==> src/rtl/core/gmcs_pkg.sv <==
// Package for the gripper mode command sequencer.
// Holds the request and result structs, the mode enum and the frame byte codes.
// Depends on nothing.
package gmcs_pkg;

  typedef enum logic [1:0] {
    MODE_INIT   = 2'd0,
    MODE_TEST   = 2'd1,
    MODE_RUN    = 2'd2,
    MODE_PICKED = 2'd3
  } mode_e;

  localparam logic [7:0] GRP_TEST       = 8'h01;
  localparam logic [7:0] GRP_GRIP       = 8'h10;
  localparam logic [7:0] ACT_TEST_ENTER = 8'h11;
  localparam logic [7:0] ACT_TEST_QUIT  = 8'h00;
  localparam logic [7:0] ACT_RUN        = 8'h13;
  localparam logic [7:0] ACT_IDLE       = 8'h8C;
  localparam logic [7:0] ACT_PICK       = 8'h5A;
  localparam logic [7:0] ACT_PLACE      = 8'h69;

  localparam logic [15:0] SHORT_GAP_RESET = 16'd10;
  localparam logic [15:0] LONG_GAP_RESET  = 16'd2000;

  localparam logic CFG_SHORT_GAP = 1'b0;
  localparam logic CFG_LONG_GAP  = 1'b1;

  typedef struct packed {
    logic [3:0]  request_bits;
    logic [31:0] now_ms;
  } in_req_t;

  typedef struct packed {
    logic       frame_sent;
    logic [7:0] frame_byte0;
    logic [7:0] frame_byte1;
    logic [1:0] mode_after;
    logic       request_cleared;
  } out_res_t;

  typedef struct packed {
    logic     send;
    mode_e    next_mode;
    logic     hold_upd;
    logic     hold_val;
    out_res_t res;
  } dec_t;

endpackage

==> src/rtl/core/gmcs_decide.sv <==
// Per-request decision logic of the gripper mode command sequencer.
// Picks the frame by mode and priority and checks the send gap.
// Depends on gmcs_pkg.
module gmcs_decide import gmcs_pkg::*; (
  input  in_req_t     req_i,
  input  mode_e       mode_i,
  input  logic        holding_i,
  input  logic [31:0] last_send_i,
  input  logic [15:0] short_gap_i,
  input  logic [15:0] long_gap_i,
  output dec_t        dec_o
);

  logic        t, r, p, pl;
  logic        want, long_kind, clr, hold_upd, hold_val;
  logic [7:0]  b0, b1;
  mode_e       nxt;
  logic [31:0] elapsed;
  logic [15:0] gap;
  logic        gap_ok;

  assign t  = req_i.request_bits[0];
  assign r  = req_i.request_bits[1];
  assign p  = req_i.request_bits[2];
  assign pl = req_i.request_bits[3];

  always_comb begin
    want      = 1'b0;
    long_kind = 1'b0;
    clr       = 1'b0;
    hold_upd  = 1'b0;
    hold_val  = 1'b0;
    b0        = 8'h00;
    b1        = 8'h00;
    nxt       = mode_i;
    case (mode_i)
      MODE_INIT: begin
        if (t) begin
          want = 1'b1; b0 = GRP_TEST; b1 = ACT_TEST_ENTER; nxt = MODE_TEST;
        end else if (r) begin
          want = 1'b1; b0 = GRP_GRIP; b1 = ACT_RUN; nxt = MODE_RUN;
        end
      end
      MODE_TEST: begin
        if (!t) begin
          want = 1'b1; b0 = GRP_TEST; b1 = ACT_TEST_QUIT; nxt = MODE_INIT;
        end else if (r) begin
          want = 1'b1; b0 = GRP_TEST; b1 = ACT_TEST_QUIT; nxt = MODE_RUN;
        end
      end
      MODE_RUN: begin
        if (!r) begin
          want = 1'b1; b0 = GRP_GRIP; b1 = ACT_IDLE; nxt = MODE_INIT;
        end else if (t) begin
          want = 1'b1; b0 = GRP_TEST; b1 = ACT_TEST_ENTER; nxt = MODE_TEST;
        end else if (p) begin
          want = 1'b1; long_kind = 1'b1; b0 = GRP_GRIP; b1 = ACT_PICK;
          nxt = MODE_PICKED; clr = 1'b1; hold_upd = 1'b1; hold_val = 1'b1;
        end else if (pl && holding_i) begin
          want = 1'b1; long_kind = 1'b1; b0 = GRP_GRIP; b1 = ACT_PLACE;
          nxt = MODE_RUN; clr = 1'b1; hold_upd = 1'b1; hold_val = 1'b0;
        end
      end
      MODE_PICKED: begin
        if (!r) begin
          want = 1'b1; b0 = GRP_GRIP; b1 = ACT_IDLE; nxt = MODE_INIT;
        end else if (t) begin
          want = 1'b1; b0 = GRP_TEST; b1 = ACT_TEST_ENTER; nxt = MODE_TEST;
        end else if (pl) begin
          want = 1'b1; long_kind = 1'b1; b0 = GRP_GRIP; b1 = ACT_PLACE;
          nxt = MODE_RUN; clr = 1'b1; hold_upd = 1'b1; hold_val = 1'b0;
        end
      end
      default: begin
        want = 1'b0;
      end
    endcase
  end

  assign elapsed = req_i.now_ms - last_send_i;
  assign gap     = long_kind ? long_gap_i : short_gap_i;
  assign gap_ok  = (elapsed >= {16'd0, gap});

  always_comb begin
    dec_o.send                = want && gap_ok;
    dec_o.next_mode           = dec_o.send ? nxt : mode_i;
    dec_o.hold_upd            = dec_o.send && hold_upd;
    dec_o.hold_val            = hold_val;
    dec_o.res.frame_sent      = dec_o.send;
    dec_o.res.frame_byte0     = dec_o.send ? b0 : 8'h00;
    dec_o.res.frame_byte1     = dec_o.send ? b1 : 8'h00;
    dec_o.res.mode_after      = dec_o.next_mode;
    dec_o.res.request_cleared = dec_o.send && clr;
  end

endmodule

==> src/rtl/core/gripper_mode_command_sequencer_core.sv <==
// Top level of the gripper mode command sequencer: request and result
// registers, mode state, send time, holding flag and gap registers.
// Depends on gmcs_pkg and gmcs_decide.
//
//   Channel | Direction | Handshake               | Payload
//   --------+-----------+-------------------------+---------------------
//   in      | input     | in_valid_i / in_stall_o | in_data_i (in_req_t)
//   out     | output    | out_valid_o/ out_stall_i| out_data_o (out_res_t)
//   cfg     | input     | cfg_we_i                | cfg_idx_i, cfg_data_i
//
// A request is taken into the input register and decided from there, where the mode,
// send time and holding flag update together with the result register, so one
// request per cycle is sustained while the result register is not stalled.
// Reset puts the mode in init, the send time at zero and the gaps at 10 and
// 2000 ms. While the result register is stalled one request waits in the
// input register, and only then is the input stalled.
module gripper_mode_command_sequencer_core import gmcs_pkg::*; (
  input  logic        clk_i,
  input  logic        rst_ni,
  input  logic        in_valid_i,
  output logic        in_stall_o,
  input  in_req_t     in_data_i,
  output logic        out_valid_o,
  input  logic        out_stall_i,
  output out_res_t    out_data_o,
  input  logic        cfg_we_i,
  input  logic        cfg_idx_i,
  input  logic [15:0] cfg_data_i
);

  logic        in_vld_q;
  in_req_t     in_q;
  logic        out_vld_q;
  out_res_t    out_q;
  mode_e       mode_q;
  logic [31:0] last_q;
  logic        hold_q;
  logic [15:0] short_q, long_q;
  logic        advance, in_take;
  dec_t        dec;

  gmcs_decide u_decide (
    .req_i       (in_q),
    .mode_i      (mode_q),
    .holding_i   (hold_q),
    .last_send_i (last_q),
    .short_gap_i (short_q),
    .long_gap_i  (long_q),
    .dec_o       (dec)
  );

  assign advance    = in_vld_q && (!out_vld_q || !out_stall_i);
  assign in_stall_o = in_vld_q && !advance;
  assign in_take    = in_valid_i && !in_stall_o;

  always_ff @(posedge clk_i or negedge rst_ni) begin
    if (!rst_ni) begin
      in_vld_q  <= 1'b0;
      out_vld_q <= 1'b0;
      mode_q    <= MODE_INIT;
      last_q    <= 32'd0;
      hold_q    <= 1'b0;
      short_q   <= SHORT_GAP_RESET;
      long_q    <= LONG_GAP_RESET;
    end else begin
      if (in_take) begin
        in_vld_q <= 1'b1;
      end else if (advance) begin
        in_vld_q <= 1'b0;
      end
      if (advance) begin
        out_vld_q <= 1'b1;
        mode_q    <= dec.next_mode;
        if (dec.send) begin
          last_q <= in_q.now_ms;
        end
        if (dec.hold_upd) begin
          hold_q <= dec.hold_val;
        end
      end else if (!out_stall_i) begin
        out_vld_q <= 1'b0;
      end
      if (cfg_we_i) begin
        case (cfg_idx_i)
          CFG_SHORT_GAP: short_q <= cfg_data_i;
          CFG_LONG_GAP:  long_q  <= cfg_data_i;
          default:       short_q <= short_q;
        endcase
      end
    end
  end

  always_ff @(posedge clk_i) begin
    if (in_take) begin
      in_q <= in_data_i;
    end
    if (advance) begin
      out_q <= dec.res;
    end
  end

  assign out_valid_o = out_vld_q;
  assign out_data_o  = out_q;

endmodule

==> config.mk <==
export PLATFORM = sky130hd
export DESIGN_NAME = gripper_mode_command_sequencer_core
export DESIGN_NICKNAME = d
export VERILOG_FILES = /design/src/rtl/core/gmcs_pkg.sv /design/src/rtl/core/gmcs_decide.sv /design/src/rtl/core/gripper_mode_command_sequencer_core.sv
export SDC_FILE = /design/constraint.sdc
export NUM_CORES = 1
export LEC_CHECK = 0
export ABC_AREA = 0
export BUFFER_PORTS_ARGS = -buffer_cell sky130_fd_sc_hd__buf_2
export CAP_MARGIN = 20
export CORE_ASPECT_RATIO = 0.5
export CORE_UTILIZATION = 38
export CTS_CLUSTER_SIZE = 16
export DETAILED_ROUTE_END_ITERATION = 7
export PLACE_DENSITY_LB_ADDON = 0.12
export SETUP_SLACK_MARGIN = 0.02
export SLEW_MARGIN = 30
export SYNTH_ARGS = -nofsm -noshare
export SYNTH_HDL_FRONTEND = slang
export SYNTH_SLANG_ARGS = --single-unit
==> constraint.sdc <==
create_clock -name clk_i -period 5.9 [get_ports clk_i]
set_input_delay 1.18 -clock clk_i [delete_from_list [all_inputs] [get_ports clk_i]]
set_output_delay 1.18 -clock clk_i [all_outputs]
set_load 0.02 [all_outputs]
; ---- After elaboration in Yosys (flattened, before gate mapping)
; Cells that the tools add are included.
[classes]
addsub = 1
n_lt_le_gt_ge = 1
eq_ne = 4
muxes = 59
bitwise = 1
reduce_logical = 17
[ops]
columns = operator, n
row1 = $mux 8, 13
row2 = $pmux 8 s4, 2
row3 = $ge 32x16->1, 1
row4 = $sub 32x32->32, 1
row5 = $mux 1, 23
row6 = $mux 2, 11
row7 = $mux 5, 4
row8 = $mux 16, 1
row9 = $mux 7, 2
row10 = $pmux 2 s4, 1
row11 = $reduce_and 2->1, 4
row12 = $logic_and 1x1->1, 6
row13 = $eq 2x2->1 const B, 2
row14 = $logic_not 1->1, 4
row15 = $pmux 1 s4, 1
row16 = $eq 2x1->1 const B, 1
row17 = $logic_not 2->1, 1
row18 = $ne 2x1->1 const B, 1
row19 = $pmux 1 s2, 1
row20 = $reduce_bool 2->1, 1
row21 = $logic_or 1x1->1, 1
row22 = $not 1->1, 1
[totals]
regBits = 125
inputBits = 58
out_inout_bits = 22
word_cells = 97

; ---- Longest topological paths before layout
[depth]
word_depth = 11
depth_mapped = 22
depth_no_buf = 21

; ---- Cells and area by module
; Synthesis repeated with hierarchy kept, for this count alone.
[unflattened]
cells_unflattened = 649
hier_area_um2 = 7407.1
[modules_own_cells]
columns = module, instances, cells_per_inst, area_each_um2, seq_area_each_um2
row1 = gripper_mode_command_sequencer_core, 1, 208, 4406.7, 3418.3
row2 = gmcs_decide, 1, 441, 3000.4, 0.0

; ---- Least setup slack after synthesis
; OpenSTA, ideal clock, no wires.
[synth_timing]
path_kind = reg-to-reg
from = reg in_q[33] (netlist bit)
to = reg out_q, in the netlist out_data_o[1] (data pin)
setup_time_ps = 262
arrival_ps = 4371
t_required_ps = 5638
path_slack_ps = 1266
stages_incl_launch_ff = 19
path_buffers = 3
period_less_slack_ps = 4634
path_cell_list = edfxtp_1 clkbuf_1 nor2b_1 nand2_1 nor2_1 clkbuf_1 mux2i_1 ha_1 a21oi_1 o21ai_0 nand2b_1 nor4bb_1 nand4_1 nor4_1 nand4_1 a2111o_1 nand2b_1 buf_4 mux2_1
[synth_rtl]
columns = element, line
row1 = from (decl), gripper_mode_command_sequencer_core.sv:32  ; in_req_t in_q;
row2 = from (signal assigned), gripper_mode_command_sequencer_core.sv:95  ; in_q <= in_data_i;
row3 = to (signal assigned), gripper_mode_command_sequencer_core.sv:98  ; out_q <= dec.res;
row4 = to (decl), gripper_mode_command_sequencer_core.sv:34  ; out_res_t out_q;

; ---- Worst setup path after layout
[layout_timing]
from = reg in_q[33] (netlist bit)
to = reg last_q[7]
[layout_between]
elab_chain_cells = 6
word_cells_on_any_way = 13
cone_classes = 1 x order compare / 10 x mux / 2 x reduce/logical
[layout_rtl]
columns = element, line
row1 = "$mux 1, on equally long branches", "gmcs_decide.sv:65, gmcs_decide.sv:52"
row2 = $pmux 1 s2, gmcs_decide.sv:36  ; case (mode_i)
row3 = $mux 16, gmcs_decide.sv:81  ; assign gap = long_kind ? long_gap_i : short_gap_i;
row4 = $ge 32x16->1, gmcs_decide.sv:82  ; assign gap_ok = (elapsed >= {16'd0, gap});
row5 = $logic_and 1x1->1 (*), gmcs_decide.sv:85  ; dec_o.send = want && gap_ok;
row6 = $reduce_and 2->1 (no line) (*), n/a
row7 = to (signal assigned), gripper_mode_command_sequencer_core.sv:75  ; last_q <= in_q.now_ms;
row8 = to (decl), gripper_mode_command_sequencer_core.sv:36  ; logic [31:0] last_q;
; Mark *: on every way between the ends. The rest lies on a longest branch, timed or not.
; A chain may end at the register's enable or synchronous reset.

==> impl_metrics.toml <==
[grt]
grt_busiest_layer = "met2"
grtUsageMet1_pct = 26.7
grt-ovfl-total = 0
grtUsageMet2_pct = 28.4
met3_usage_pct = 4.38
grt_pass1_wl_mm = 28.4
antenna_found_initial = 0
track_usage_pct = 18.5
grt_pass1_vias = 5360
grt_max_degree = 70

[power]
power_density_nw_per_um2 = 469
p_leak_nw = 3.58
vdd_drop_max_mv = 0.214

[critical_path]
crit_required_ns = 6.24
path_class = "reg2reg"
critical_path.cell_chain = "nor2b_1 -> nand2_1 -> nor2_2 -> buf_4 -> mux2_2 -> ha_1 -> o21ai_0 -> a21oi_1 -> o311ai_0 -> nand4_1 -> nor4_1 -> nand4_1 -> a2111oi_4 -> nor2_4 -> buf_4 -> o21ai_2"
critical_path.top_delay_family = "simple AND/OR/NAND/NOR gates"
end_kind = "register"
start_kind = "register"
critical_path.max_stage_delay_ns = 0.63
critPathBufInv = 2
critPathArrivalTime_ns = 5.41
crit_path_max_fanout = 24
cp_slowest_cell = "o311ai_0"

[placement]
dp_hpwl_mm = 13.1
dp.cells = 1014
place_congestion = 0.880
numPortBuffers = 73

[clock_tree]
post_cts.repair.setup_buffers = 0
htreeDepth = 4
cts_made_buffers = 17
cts_hold_buf = 0
worstSkewPairLatency_ns = 0.42
cts_tree = "built"
clk_path_buf_depth = 2
cts_resized = 0
cts_root_buf = "clkbuf_16"
clk_pin_slew_worst_paths_ns = 0.05
cts.sinks = 118

[synthesis]
async_flop_share_pct = 58.5
netlist_top_cells_area = "dfrtp_1 21%, edfxtp_1 20%, ha_1 8.0%"
synth-seq-area-share_pct = 43.5
synth_largest_area_cell = "dfrtp_1"
synth_top_area_share_pct = 20.7
synth_area_um2 = 7370
avgSynthCellArea_um2 = 10.4
synth-edff-count = 49
synthCells = 712
ys_ff_latch = 118
synth_cell_type_count = 76
ys_dominant_reg_cell = "dfrtp_1"
ys_warn_count = 0

[cells_and_area]
nFillCells = 1813
num_antenna_cells = 0
multi_input_area_um2 = 3790
nets = 880
postLayoutCoreUtil_pct = 45.8
final_cells = 1046
drive_above_1_share_pct = 26.6
area_delta_synth_final_pct = 16.2
ff_latch_area_um2 = 3210

[timing]
timing.fmax_mhz = 197
fin_skew_ns = 0.0119
finalHoldViolCount = 0
max-slew-margin-rel_pct = 48.7
slew_violations = 0
fin_tns_setup_ns = 0
worst_hold_slack_ns = 0.488
final.period_utilization_pct = 86.0
max_slew.worst_pin.slew_ns = 0.767
finalSetupViolCount = 0
min_period_ns = 5.07
rsz0062_at_grt = "no"

[floorplan]
core-area_um2 = 18700
die_h_um = 101
row_count = 35
io_pins = 80
start_util_pct = 39.4
die_area_um2 = 20000
die_w_um = 199

[route]
dr.first_iter.drc_count = 205
wl_mm = 17.5
dr.pass1.iters = 5
num_vias = 5460
drc_errors = 0
wl_per_cell_um = 16.7
ant_nets = 0
vias_per_cell = 5.22

[worst_hold_path]
hold_class = "reg2reg"

[job]
maxCapViolations = 0

[status]
status = "completed"
[kinds of logic (layout without fill, tap and decap cells)]
family | count (synthesis) | in the layout | share of synthesized area (%)
compound gates | 177 | 177 | 17.7
buf+inv | 84 | 154 | 5.41
flops | 118 | 118 | 43.5
xor+xnor | 23 | 23 | 2.73
simple gates | 205 | 205 | 13.9
other cells | 1 | 6 | 0.0509
fa+ha+maj | 48 | 48 | 8.25
mux | 56 | 56 | 8.40
[layer usage]
metal / vias to the layer above / share of wire (%)
li1: 2716 / -
met1: 2638 / 53
met2: 96 / 43
met3: 10 / 3.3
met4: 0 / 0.64
met5: - / 0
[stage by stage]
step / area, µm² / power (W) / worst slack (ns)
after global routing: 8570 / 0.00432 / 0.285
after CTS: 8560 / 0.00405 / 0.827
after global placement: 7890 / 0.00288 / 1.04
final: 8570 / 0.00402 / 0.828
after floorplan: 7390 / 0.00251 / 1.27
after detailed placement: 7890 / 0.00290 / 0.870
[flip-flops by register name (all words and copies together) (netlist names)]
signal,flops
hold_q,1
in_q,36
in_vld_q,1
last_q,32
long_q,16
mode_q,2
out_data_o,13
out_valid_o,1
short_q,16
[layout by cell type, fill, tap and decap left out, drive strengths merged, types with 16 or more instances in the layout]
| cell type | n |
|---|---|
| a21oi | 51 |
| buf | 78 |
| clkbuf | 26 |
| dfrtp | 61 |
| edfxtp | 49 |
| ha | 47 |
| inv | 46 |
| mux2 | 38 |
| mux2i | 18 |
| nand2 | 47 |
| nand3 | 37 |
| nor2 | 47 |
| o21ai | 57 |
| xnor2 | 16 |
[cells in the mapped netlist (9+ instances only)]
library cell and instances:
nor2b_1 10, nand4_1 13, o21ai_2 32, nor2_1 45, nand2b_1 12, nand3_1 37, a21oi_1 42, mux2i_1 18
a21o_1 11, clkbuf_1 18, buf_4 9, nand2_1 47, o21ai_0 22, o211ai_1 9, mux2_2 34, edfxtp_1 49
inv_1 44, dfrtp_1 61, ha_1 47, xnor2_1 16, nor3_1 12
[power breakdown]
group | switching [W] | internal [W] | leakage, nW
Combinational | 0.00107 | 0.000705 | 1.96
Sequential | 0.0000797 | 0.00103 | 1.29
Clock | 0.000379 | 0.000755 | 0.334
[layout make-up]
type	count	area share [%]
multi-input combinational	515	44.3
tap	259	3.78
clock inverter	6	0.759
clock buffer	26	7.08
sequential	118	37.4
timing repair buffer	78	4.75
inverter	44	1.93
[worst paths after layout]
path	startpoint	to	slack (ns)	cells past startpoint
hold / removal	in_vld_q	out_valid_o	0.49	1
max in group asynchronous	rst_ni	last_q[4]	4.56	2
min in group asynchronous	rst_ni	mode_q[0]	0.88	2
setup reg to reg	in_q[33]	last_q[7]	0.83	16
setup / recovery	in_q[33]	last_q[7]	0.83	16
hold reg to reg	in_vld_q	out_valid_o	0.49	1
Power figures use the tool's default switching activity.
